### src/hw/rtl/assert_macros.svh
// Assertion helpers. Every user has clk_i and rst_ni in scope.
`ifndef ASSERT_MACROS_SVH
`define ASSERT_MACROS_SVH

// Property checked on every clock edge outside reset.
`define ASSERT_PROP(label, prop, msg) \
  label: assert property (@(posedge clk_i) disable iff (!rst_ni) prop) else $error(msg);

// Condition that must never be true outside reset.
`define ASSERT_NEVER(label, cond, msg) \
  label: assert property (@(posedge clk_i) disable iff (!rst_ni) !(cond)) else $error(msg);

`endif

### src/hw/rtl/rdw_pkg.sv
`timescale 1ns / 1ps
`default_nettype none

package rdw_pkg;

  localparam int unsigned ElemWidthDefault = 64;
  localparam int unsigned WordWidth        = 64;
  localparam int unsigned CountWidth       = 48;
  localparam int unsigned CfgIdxWidth      = 2;
  localparam int unsigned InDataWidth      = 8;
  localparam int unsigned OutDataWidth     = 368;

  localparam logic [CountWidth-1:0] CountMax  = {CountWidth{1'b1}};
  localparam logic [CountWidth-1:0] CountStep = CountWidth'(3);

  // walker index of the last step of a round (tortoise 0, hare 1 and 2)
  localparam logic [1:0] LastStep = 2'd2;

  // configuration register indexes
  localparam logic [CfgIdxWidth-1:0] CFG_MODULUS     = 2'd0;
  localparam logic [CfgIdxWidth-1:0] CFG_GROUP_ORDER = 2'd1;
  localparam logic [CfgIdxWidth-1:0] CFG_GENERATOR   = 2'd2;
  localparam logic [CfgIdxWidth-1:0] CFG_TARGET      = 2'd3;

  typedef enum logic [3:0] {
    S_IDLE, S_R_SET, S_LOAD, S_DX, S_DOP, S_MUL,
    S_DGE, S_DHE, S_EXP, S_NEXT, S_OUT
  } ctrl_state_e;

  typedef enum logic [3:0] {
    OP_NONE, OP_RESTART, OP_LOAD, OP_DIV_X, OP_DIV_OP,
    OP_MUL, OP_DIV_GE, OP_DIV_HE, OP_EXP, OP_COUNT, OP_OUT
  } dp_op_e;

  typedef enum logic [1:0] {
    KIND_H, KIND_SQ, KIND_G
  } step_kind_e;

  typedef enum logic [1:0] {
    DIV_IDLE, DIV_RUN, DIV_DONE
  } div_state_e;

  typedef enum logic [1:0] {
    MUL_IDLE, MUL_DBL, MUL_ADD, MUL_DONE
  } mul_state_e;

  typedef struct packed {
    dp_op_e op;
    logic   sel;   // 0 tortoise, 1 hare
  } dp_cmd_t;

  typedef struct packed {
    logic div_done;
    logic mul_done;
    logic n_zero;
    logic out_free;
  } dp_status_t;

endpackage

`default_nettype wire

### src/hw/rtl/rdw_controller.sv
`timescale 1ns / 1ps
`default_nettype none
`include "assert_macros.svh"

module rdw_controller (
  input  wire logic                clk_i,
  input  wire logic                rst_ni,
  input  wire logic                in_valid_i,
  input  wire logic                in_restart_i,
  output logic                     in_ready_o,
  input  wire rdw_pkg::dp_status_t status_i,
  output rdw_pkg::dp_cmd_t         cmd_o
);

  rdw_pkg::ctrl_state_e state_q, state_d;
  logic [1:0] idx_q, idx_d;
  logic       in_fire;
  logic       div_phase;

  assign in_fire   = in_valid_i && (state_q == rdw_pkg::S_IDLE);
  assign div_phase = state_q inside {rdw_pkg::S_DX, rdw_pkg::S_DOP,
                                     rdw_pkg::S_DGE, rdw_pkg::S_DHE};

  // next state
  always_comb begin
    state_d = state_q;
    idx_d   = idx_q;
    case (state_q)
      rdw_pkg::S_IDLE: begin
        if (in_fire) begin
          idx_d   = '0;
          state_d = in_restart_i ? rdw_pkg::S_R_SET : rdw_pkg::S_LOAD;
        end
      end
      rdw_pkg::S_R_SET: state_d = rdw_pkg::S_OUT;
      rdw_pkg::S_LOAD:  state_d = rdw_pkg::S_DX;
      rdw_pkg::S_DX:    if (status_i.div_done) state_d = rdw_pkg::S_DOP;
      rdw_pkg::S_DOP:   if (status_i.div_done) state_d = rdw_pkg::S_MUL;
      rdw_pkg::S_MUL: begin
        if (status_i.mul_done) begin
          state_d = status_i.n_zero ? rdw_pkg::S_EXP : rdw_pkg::S_DGE;
        end
      end
      rdw_pkg::S_DGE:   if (status_i.div_done) state_d = rdw_pkg::S_DHE;
      rdw_pkg::S_DHE:   if (status_i.div_done) state_d = rdw_pkg::S_EXP;
      rdw_pkg::S_EXP:   state_d = rdw_pkg::S_NEXT;
      rdw_pkg::S_NEXT: begin
        if (idx_q == rdw_pkg::LastStep) begin
          state_d = rdw_pkg::S_OUT;
        end else begin
          idx_d   = idx_q + 2'd1;
          state_d = rdw_pkg::S_LOAD;
        end
      end
      rdw_pkg::S_OUT:   if (status_i.out_free) state_d = rdw_pkg::S_IDLE;
      default:          state_d = rdw_pkg::S_IDLE;
    endcase
  end

  // outputs
  always_comb begin
    cmd_o.sel  = idx_q != '0;
    cmd_o.op   = rdw_pkg::OP_NONE;
    in_ready_o = 1'b0;
    case (state_q)
      rdw_pkg::S_IDLE:  in_ready_o = 1'b1;
      rdw_pkg::S_R_SET: cmd_o.op = rdw_pkg::OP_RESTART;
      rdw_pkg::S_LOAD:  cmd_o.op = rdw_pkg::OP_LOAD;
      rdw_pkg::S_DX:    cmd_o.op = rdw_pkg::OP_DIV_X;
      rdw_pkg::S_DOP:   cmd_o.op = rdw_pkg::OP_DIV_OP;
      rdw_pkg::S_MUL:   cmd_o.op = rdw_pkg::OP_MUL;
      rdw_pkg::S_DGE:   cmd_o.op = rdw_pkg::OP_DIV_GE;
      rdw_pkg::S_DHE:   cmd_o.op = rdw_pkg::OP_DIV_HE;
      rdw_pkg::S_EXP:   cmd_o.op = rdw_pkg::OP_EXP;
      rdw_pkg::S_NEXT: begin
        if (idx_q == rdw_pkg::LastStep) cmd_o.op = rdw_pkg::OP_COUNT;
      end
      rdw_pkg::S_OUT: begin
        if (status_i.out_free) cmd_o.op = rdw_pkg::OP_OUT;
      end
      default: ;
    endcase
  end

  always_ff @(posedge clk_i or negedge rst_ni) begin
    if (!rst_ni) begin
      state_q <= rdw_pkg::S_IDLE;
      idx_q   <= '0;
    end else begin
      state_q <= state_d;
      idx_q   <= idx_d;
    end
  end

  `ASSERT_PROP(a_busy_after_accept, in_fire |=> state_q != rdw_pkg::S_IDLE, "idle after accept")
  `ASSERT_NEVER(a_idx_range, idx_q == 2'd3, "walker index out of range")
  `ASSERT_NEVER(a_div_done_stray, status_i.div_done && !div_phase, "divider done outside a divide")
  `ASSERT_NEVER(a_mul_done_stray, status_i.mul_done && (state_q != rdw_pkg::S_MUL), "stray mul done")

endmodule

`default_nettype wire

### config.mk
export PLATFORM = sky130hd
export DESIGN_NAME = rdw_controller
export DESIGN_NICKNAME = d
export VERILOG_FILES = /design/src/hw/rtl/rdw_pkg.sv /design/src/hw/rtl/rdw_controller.sv
export VERILOG_INCLUDE_DIRS = /design/src /design/src/hw/rtl
export SDC_FILE = /design/constraint.sdc
export NUM_CORES = 1
export LEC_CHECK = 0
export BUFFER_PORTS_ARGS = -buffer_cell sky130_fd_sc_hd__buf_2
export CORE_AREA = 3 3 40 42
export CTS_BUF_LIST = sky130_fd_sc_hd__clkbuf_8
export DETAILED_ROUTE_END_ITERATION = 7
export DIE_AREA = 0 0 43 45
export PLACE_DENSITY_LB_ADDON = 0.25
export SYNTH_ARGS = -nofsm -noshare
export SYNTH_HDL_FRONTEND = slang
export SYNTH_SLANG_ARGS = --single-unit
### constraint.sdc
create_clock -name clk_i -period 1.9 [get_ports clk_i]
set_clock_uncertainty 0.2 [all_clocks]
set_input_delay 0 -clock clk_i [delete_from_list [all_inputs] [get_ports clk_i]]
set_output_delay 0 -clock clk_i [all_outputs]
set_load 0.03 [all_outputs]
==> run_summary.xml, run 1 <==
<?xml version="1.0" encoding="UTF-8"?>
<metrics>
  <group name="placement">
    <metric name="finalWeightedCongestion" unit="">0.773</metric>
    <metric name="numPortBuffers" unit="">13</metric>
    <metric name="hpwl" unit="um">954</metric>
  </group>
  <group name="pwr">
    <metric name="power.total" unit="W">0.00132</metric>
    <metric name="powerDensity" unit="mW/mm2">1780</metric>
    <metric name="power.ir.vdd_worst" unit="mV">0.740</metric>
    <metric name="cellLeakagePower" unit="nW">0.347</metric>
  </group>
  <group name="final_layout">
    <metric name="final_common_cell" unit="">buf_2</metric>
    <metric name="area_growth_syn_to_layout" unit="%">35.1</metric>
    <metric name="finish.net_count" unit="">101</metric>
    <metric name="mostFrequentLayoutCells" unit="">buf_2 (13), nor2_1 (6), a21oi_1 (6), dfrtp_1 (6), buf_4 (6)</metric>
    <metric name="drive_above_1_share" unit="%">34.8</metric>
    <metric name="antenna_cells_inserted" unit="">0</metric>
  </group>
  <group name="setup_path">
    <metric name="cp_data_arrival_time" unit="ns">1.65</metric>
    <metric name="critPathBufInv" unit="">0</metric>
    <metric name="worst_setup_path_end_kind" unit="">flop</metric>
    <metric name="critical-path-top-delay-family" unit="">flip-flops</metric>
    <metric name="cpPeakStageDelay" unit="ns">0.46</metric>
    <metric name="required_time_of_the_critical_path" unit="ns">1.80</metric>
    <metric name="startpoint_type" unit="">flop</metric>
    <metric name="crit_path_max_fanout" unit="">6</metric>
    <metric name="slowest_stage" unit="">dfrtp_1</metric>
    <metric name="criticalPathCategory" unit="">flop to flop</metric>
    <metric name="crit_chain" unit="">or3b_4 &gt; a31oi_4 &gt; a21oi_2 &gt; mux2_4</metric>
  </group>
  <group name="global_routing">
    <metric name="globalRouteMet3Util" unit="%">2.39</metric>
    <metric name="grt_most_used_layer" unit="">met2</metric>
    <metric name="track_usage" unit="%">14.9</metric>
    <metric name="grt_pass1_vias" unit="">526</metric>
    <metric name="grt_antenna_before_repair" unit="">0</metric>
    <metric name="grt.overflow.total" unit="">0</metric>
    <metric name="maximum_number_of_pins_on_one_net_before_global_route_repair" unit="">10</metric>
    <metric name="grt_util_met2" unit="%">25.7</metric>
    <metric name="wire_length_of_the_first_global_routing_pass" unit="um">2200</metric>
    <metric name="global_route.usage.met1" unit="%">18.8</metric>
  </group>
  <group name="routing">
    <metric name="drt-initial-drc-count" unit="">6</metric>
    <metric name="num_vias" unit="">536</metric>
    <metric name="dr.pass1.iters" unit="">4</metric>
    <metric name="detail_route.wl_per_cell" unit="um">12.1</metric>
    <metric name="viasPerCell" unit="">5.15</metric>
    <metric name="drtAntennaViolNets" unit="">0</metric>
    <metric name="drt_wl_total" unit="um">1250</metric>
    <metric name="drc_errors" unit="">0</metric>
  </group>
  <group name="sta">
    <metric name="slew_headroom" unit="%">78.6</metric>
    <metric name="rsz_0062_raised_after_global_routing" unit="">no</metric>
    <metric name="setup_tns" unit="ns">0</metric>
    <metric name="max_freq" unit="MHz">572</metric>
    <metric name="share_of_the_clock_period_used_by_the_worst_path_after_layout" unit="%">92.0</metric>
    <metric name="timing.final.hold_violations" unit="">0</metric>
    <metric name="final_max_slew_viol_count" unit="">0</metric>
    <metric name="max_slew.worst_pin.slew" unit="ns">0.321</metric>
    <metric name="final.min_clock_period" unit="ns">1.75</metric>
    <metric name="setup_violations" unit="">0</metric>
  </group>
  <group name="clocking">
    <metric name="clk_root_buffer_cell" unit="">clkbuf_8</metric>
    <metric name="cts_repair_resize_count" unit="">0</metric>
    <metric name="clock_sink_count" unit="">6</metric>
    <metric name="cts-buffers-inserted" unit="">3</metric>
    <metric name="worstSkewPairLatency" unit="ns">0.21</metric>
    <metric name="cts_tree" unit="">built</metric>
    <metric name="worst_setup_hold_path_clk_slew" unit="ns">0.04</metric>
    <metric name="cts_setup_buffers" unit="">0</metric>
    <metric name="worst_case_clock_buffer_depth" unit="">2</metric>
    <metric name="cts-htree-levels" unit="">1</metric>
    <metric name="cts_stage_hold_buffer_count" unit="">4</metric>
  </group>
  <group name="flow_run">
    <metric name="cap_violations" unit="">0</metric>
  </group>
  <group name="logic_synthesis">
    <metric name="synth-main-ff-cell" unit="">dfrtp_1</metric>
    <metric name="synth.yosys.warnings" unit="">0</metric>
    <metric name="synthesis.instances" unit="">67</metric>
    <metric name="synth-seq-cells" unit="">6</metric>
    <metric name="synth.avg_cell_area" unit="um2">8.24</metric>
    <metric name="syn_nets" unit="">77</metric>
    <metric name="synthArstFlopShare" unit="%">100</metric>
    <metric name="synth_top_area_cell" unit="">dfrtp_1</metric>
    <metric name="fraction_of_post_synthesis_cell_area_in_the_top_cell_type_by_area" unit="%">27.2</metric>
    <metric name="syn-cell-area" unit="um2">552</metric>
    <metric name="ys_types" unit="">32</metric>
    <metric name="synth_enable_flop_cells" unit="">0</metric>
    <metric name="netlist_top_cells_area" unit="">dfrtp_1 (27%), a21oi_1 (5.4%), mux2i_1 (5.4%), ha_1 (4.5%), nor2_1 (4.1%)</metric>
    <metric name="synth.yosys.seq_area_share" unit="%">27.2</metric>
  </group>
  <group name="floorplan">
    <metric name="core.rowCount" unit="">13</metric>
    <metric name="die_w" unit="um">43</metric>
    <metric name="start_util" unit="%">42.9</metric>
    <metric name="ios" unit="">14</metric>
    <metric name="fp.coreArea" unit="mm2">0.00128</metric>
    <metric name="die-area" unit="mm2">0.00194</metric>
    <metric name="die_y" unit="um">45</metric>
  </group>
  <group name="outcome">
    <metric name="run_status" unit="">complete, no violations</metric>
  </group>
  <group name="min_path">
    <metric name="hp-class" unit="">primary input to flop</metric>
  </group>
</metrics>
worst paths after layout:
path / start / end / slack [ns] / cells after the start
setup / recovery: state_q[2] / state_q[2] / 0.15 / 4
hold / removal: in_restart_i / state_q[0] / 0.004 / 5
setup reg to reg: state_q[2] / state_q[2] / 0.15 / 4
hold reg to reg: idx_q[0] / idx_q[0] / 0.26 / 1
max in group asynchronous: rst_ni / idx_q[0] / 0.79 / 3
min in group asynchronous: rst_ni / state_q[1] / 0.50 / 3
area by class of cell:
cell class	count	area, um2
Fill cell	122	539
Multi-Input combinational cell	51	363
Sequential cell	6	150
Timing Repair Buffer	23	150
Clock buffer	3	41.3
Inverter	6	22.5
Tap cell	15	18.8
power breakdown:
part / leakage, nW / internal, W / total, W / switching, W
sequential: 0.0761 / 0.000186 / 0.000275 / 0.0000884
clock: 0.0216 / 0.000135 / 0.000183 / 0.0000475
combinational: 0.249 / 0.000372 / 0.000867 / 0.000495
sequential cells by signal (all words and copies together) (netlist names):
signal,cells
idx_q,2
state_q,4
cells in the mapped netlist, types with 2 or more instances:
| library cell | n |
|---|---|
| nor2b_1 | 2 |
| inv_1 | 4 |
| buf_2 | 2 |
| nand3_1 | 2 |
| nor2_1 | 6 |
| dfrtp_1 | 6 |
| mux2i_1 | 3 |
| nand2_1 | 5 |
| nand2b_1 | 3 |
| ha_1 | 2 |
| inv_2 | 2 |
| nor3_1 | 2 |
| o21ai_0 | 4 |
| a21oi_1 | 6 |
through the flow:
stage	hold WS [ns]	std cells	area, um2	worst slack, ns	util, %
finish	0.00410	104	746	0.152	58.0
global route	0.0487	104	746	0.0667	58.0
CTS	0.0146	104	746	0.151	58.0
detailed placement	-0.372	97	664	0.167	51.7
global placement	-0.371	97	664	0.186	51.7
floorplan	-0.496	67	561	0.0985	-
tightest hold or removal path, delay by kind of cell:
| kind | cells | cell delay, ns |
|---|---|---|
| simple gates | 3 | 0.16 |
| mux | 1 | 0.14 |
| buf+inv | 1 | 0.07 |
layer usage:
metal	wire length, um	vias up	share of wire [%]
met5	0	-	0
met4	0	0	0
met3	52	0	4.1
met2	606	15	48
met1	595	238	47
li1	-	283	-
logic make-up (layout without fill, tap and decap cells):
group / after synthesis / count (layout) / synth area share, %
compound gates: 19 / 19 / 24.7
fa+ha+maj: 2 / 2 / 4.53
buf+inv: 10 / 32 / 8.62
flops: 6 / 6 / 27.2
mux: 4 / 4 / 8.16
simple gates: 26 / 26 / 26.8
(Power assumes the default switching activity.)
==> run 2, diff against run 1 <==
--- a/config.mk
+++ b/config.mk
@@ -7,10 +7,10 @@
 export NUM_CORES = 1
 export LEC_CHECK = 0
 export BUFFER_PORTS_ARGS = -buffer_cell sky130_fd_sc_hd__buf_2
-export CORE_AREA = 3 3 40 42
+export CORE_MARGIN = 3
+export CORE_UTILIZATION = 25
 export CTS_BUF_LIST = sky130_fd_sc_hd__clkbuf_8
 export DETAILED_ROUTE_END_ITERATION = 7
-export DIE_AREA = 0 0 43 45
 export PLACE_DENSITY_LB_ADDON = 0.25
 export SYNTH_ARGS = -nofsm -noshare
 export SYNTH_HDL_FRONTEND = slang
==> run_summary.xml, run 2 (same netlist as run 1, synthesis figures left out) <==
<?xml version="1.0" encoding="UTF-8"?>
<metrics>
  <group name="floorplan">
    <metric name="die-area" unit="mm2">0.00281</metric>
    <metric name="die_y" unit="um">53.0</metric>
    <metric name="die_w" unit="um">53.0</metric>
    <metric name="core.rowCount" unit="">16</metric>
    <metric name="ios" unit="">14</metric>
    <metric name="start_util" unit="%">27.3</metric>
    <metric name="fp.coreArea" unit="mm2">0.00202</metric>
  </group>
  <group name="global_routing">
    <metric name="grt_antenna_before_repair" unit="">0</metric>
    <metric name="track_usage" unit="%">10.6</metric>
    <metric name="grt_pass1_vias" unit="">495</metric>
    <metric name="grt.overflow.total" unit="">0</metric>
    <metric name="maximum_number_of_pins_on_one_net_before_global_route_repair" unit="">11</metric>
    <metric name="wire_length_of_the_first_global_routing_pass" unit="um">2130</metric>
  </group>
  <group name="final_layout">
    <metric name="antenna_cells_inserted" unit="">0</metric>
    <metric name="drive_above_1_share" unit="%">34.1</metric>
    <metric name="area_used_by_multi_input_combinational_logic" unit="um2">363</metric>
    <metric name="reg_top3" unit="">state_q x4, idx_q x2</metric>
    <metric name="area_growth_syn_to_layout" unit="%">36.5</metric>
    <metric name="final_common_cell" unit="">buf_2</metric>
    <metric name="finish.net_count" unit="">100</metric>
    <metric name="filler_cell_count" unit="">226</metric>
    <metric name="max_flop_register" unit="">state_q</metric>
    <metric name="register_area" unit="um2">150</metric>
    <metric name="mostFrequentLayoutCells" unit="">buf_2 (13), nor2_1 (6), a21oi_1 (6), dfrtp_1 (6)</metric>
    <metric name="postLayoutCoreUtil" unit="%">37.3</metric>
    <metric name="max_reg_flops" unit="">4</metric>
  </group>
  <group name="setup_path">
    <metric name="cp_data_arrival_time" unit="ns">1.63</metric>
    <metric name="criticalPathCategory" unit="">flop to flop</metric>
    <metric name="required_time_of_the_critical_path" unit="ns">1.80</metric>
    <metric name="slowest_stage" unit="">dfrtp_1</metric>
    <metric name="crit_path_max_fanout" unit="">10</metric>
    <metric name="crit_chain" unit="">nand4bb_1 &gt; a31oi_4 &gt; a21oi_2 &gt; mux2_4</metric>
    <metric name="worst_setup_path_end_kind" unit="">flop</metric>
    <metric name="startpoint_type" unit="">flop</metric>
    <metric name="cpPeakStageDelay" unit="ns">0.53</metric>
  </group>
  <group name="clocking">
    <metric name="clock_sink_count" unit="">6</metric>
    <metric name="cts-buffers-inserted" unit="">3</metric>
    <metric name="cts_tree" unit="">built</metric>
    <metric name="worst_case_clock_buffer_depth" unit="">2</metric>
    <metric name="worstSkewPairLatency" unit="ns">0.22</metric>
    <metric name="clk_root_buffer_cell" unit="">clkbuf_8</metric>
    <metric name="cts_setup_buffers" unit="">0</metric>
    <metric name="worst_setup_hold_path_clk_slew" unit="ns">0.03</metric>
    <metric name="cts-htree-levels" unit="">1</metric>
    <metric name="cts_repair_resize_count" unit="">0</metric>
  </group>
  <group name="routing">
    <metric name="viasPerCell" unit="">4.79</metric>
    <metric name="drt-initial-drc-count" unit="">12</metric>
    <metric name="drtAntennaViolNets" unit="">0</metric>
    <metric name="drc_errors" unit="">0</metric>
    <metric name="detail_route.wl_per_cell" unit="um">11.3</metric>
    <metric name="num_vias" unit="">551</metric>
    <metric name="dr.pass1.iters" unit="">5</metric>
    <metric name="drt_wl_total" unit="um">1300</metric>
  </group>
  <group name="sta">
    <metric name="max_freq" unit="MHz">576</metric>
    <metric name="rsz_0062_raised_after_global_routing" unit="">no</metric>
    <metric name="finalHoldWorstSlack" unit="ns">-0.000648</metric>
    <metric name="timing.final.hold_violations" unit="">1</metric>
    <metric name="max_slew.worst_pin.slew" unit="ns">0.344</metric>
    <metric name="final.min_clock_period" unit="ns">1.74</metric>
    <metric name="slew_headroom" unit="%">77.1</metric>
    <metric name="share_of_the_clock_period_used_by_the_worst_path_after_layout" unit="%">91.3</metric>
    <metric name="final_max_slew_viol_count" unit="">0</metric>
    <metric name="setup_violations" unit="">0</metric>
    <metric name="setup_tns" unit="ns">0</metric>
  </group>
  <group name="pwr">
    <metric name="cellLeakagePower" unit="nW">0.342</metric>
    <metric name="power.ir.vdd_worst" unit="mV">0.754</metric>
    <metric name="powerDensity" unit="mW/mm2">1740</metric>
  </group>
  <group name="outcome">
    <metric name="violations" unit="">negative hold slack</metric>
    <metric name="run_status" unit="">finished with violations</metric>
  </group>
  <group name="placement">
    <metric name="finalWeightedCongestion" unit="">0.734</metric>
    <metric name="hpwl" unit="um">1040</metric>
    <metric name="numPortBuffers" unit="">13</metric>
  </group>
  <group name="min_path">
    <metric name="hp-class" unit="">primary input to flop</metric>
  </group>
  <group name="flow_run">
    <metric name="cap_violations" unit="">0</metric>
  </group>
</metrics>
[run 2: cell count changes in the layout (fill, tap and decap cells not counted)]
cell,previous run,this run
buf_4,6,5
[run 2: report_power, final]
group / internal (W) / leakage, nW / total [W] / switching [W]
registers: 0.000186 / 0.0761 / 0.000278 / 0.0000915
clock network: 0.000136 / 0.0216 / 0.000185 / 0.0000492
logic: 0.000364 / 0.244 / 0.000845 / 0.000481
[run 2: worst paths after layout]
kind | slack (ns) | cells past startpoint | to | startpoint
max | 0.16 | 4 | state_q[2] | state_q[1]
min | -0.0006 | 5 | state_q[0] | in_restart_i
max reg2reg | 0.16 | 4 | state_q[2] | state_q[1]
min reg2reg | 0.27 | 1 | idx_q[0] | idx_q[0]
max in group asynchronous | 0.75 | 3 | state_q[0] | rst_ni
min in group asynchronous | 0.53 | 3 | idx_q[0] | rst_ni
[run 2: cell type report]
type                            count  area share, %
Clock buffer                        3           5.48
Inverter                            6           2.99
Tap cell                           27           4.49
Multi-Input combinational cell     51           48.2
Sequential cell                     6           19.9
Timing Repair Buffer               22           18.9
[run 2: worst max-delay path: cells and delay by family, from the launching register on]
kind	cells	cell delay, ns
DFF	1	0.53
AOI/OAI and AO/OA	2	0.34
muxes	1	0.32
and+or+nand+nor	1	0.23
[run 2: layer usage]
metal / vias up / global-route usage, % / routed length [um] / part of all wire [%]
li1: 284 / - / - / -
met4: 0 / 1.28 / 0 / 0
met5: - / 0 / 0 / 0
met3: 0 / 5.07 / 84 / 6.5
met1: 252 / 13.3 / 619 / 48
met2: 15 / 16.9 / 595 / 46
[run 2: timing repair]
action	in CTS	in global routing
hold buffers	4	0
hold endpoints to repair	8	0
endpoints found under the setup margin	0	0
[run 2: through the flow]
step / area, um2 / hold WS [ns] / std cells / setup WS, ns / power [W]
finish: 753 / -0.000648 / 115 / 0.165 / 0.00131
global route: 753 / 0.0571 / 115 / 0.0669 / 0.00143
CTS: 753 / 0.00614 / 115 / 0.165 / 0.00132
detailed placement: 672 / -0.369 / 108 / 0.170 / 0.00113
global placement: 672 / -0.370 / 108 / 0.189 / 0.00112
floorplan: 561 / -0.496 / 67 / 0.0985 / 0.000919
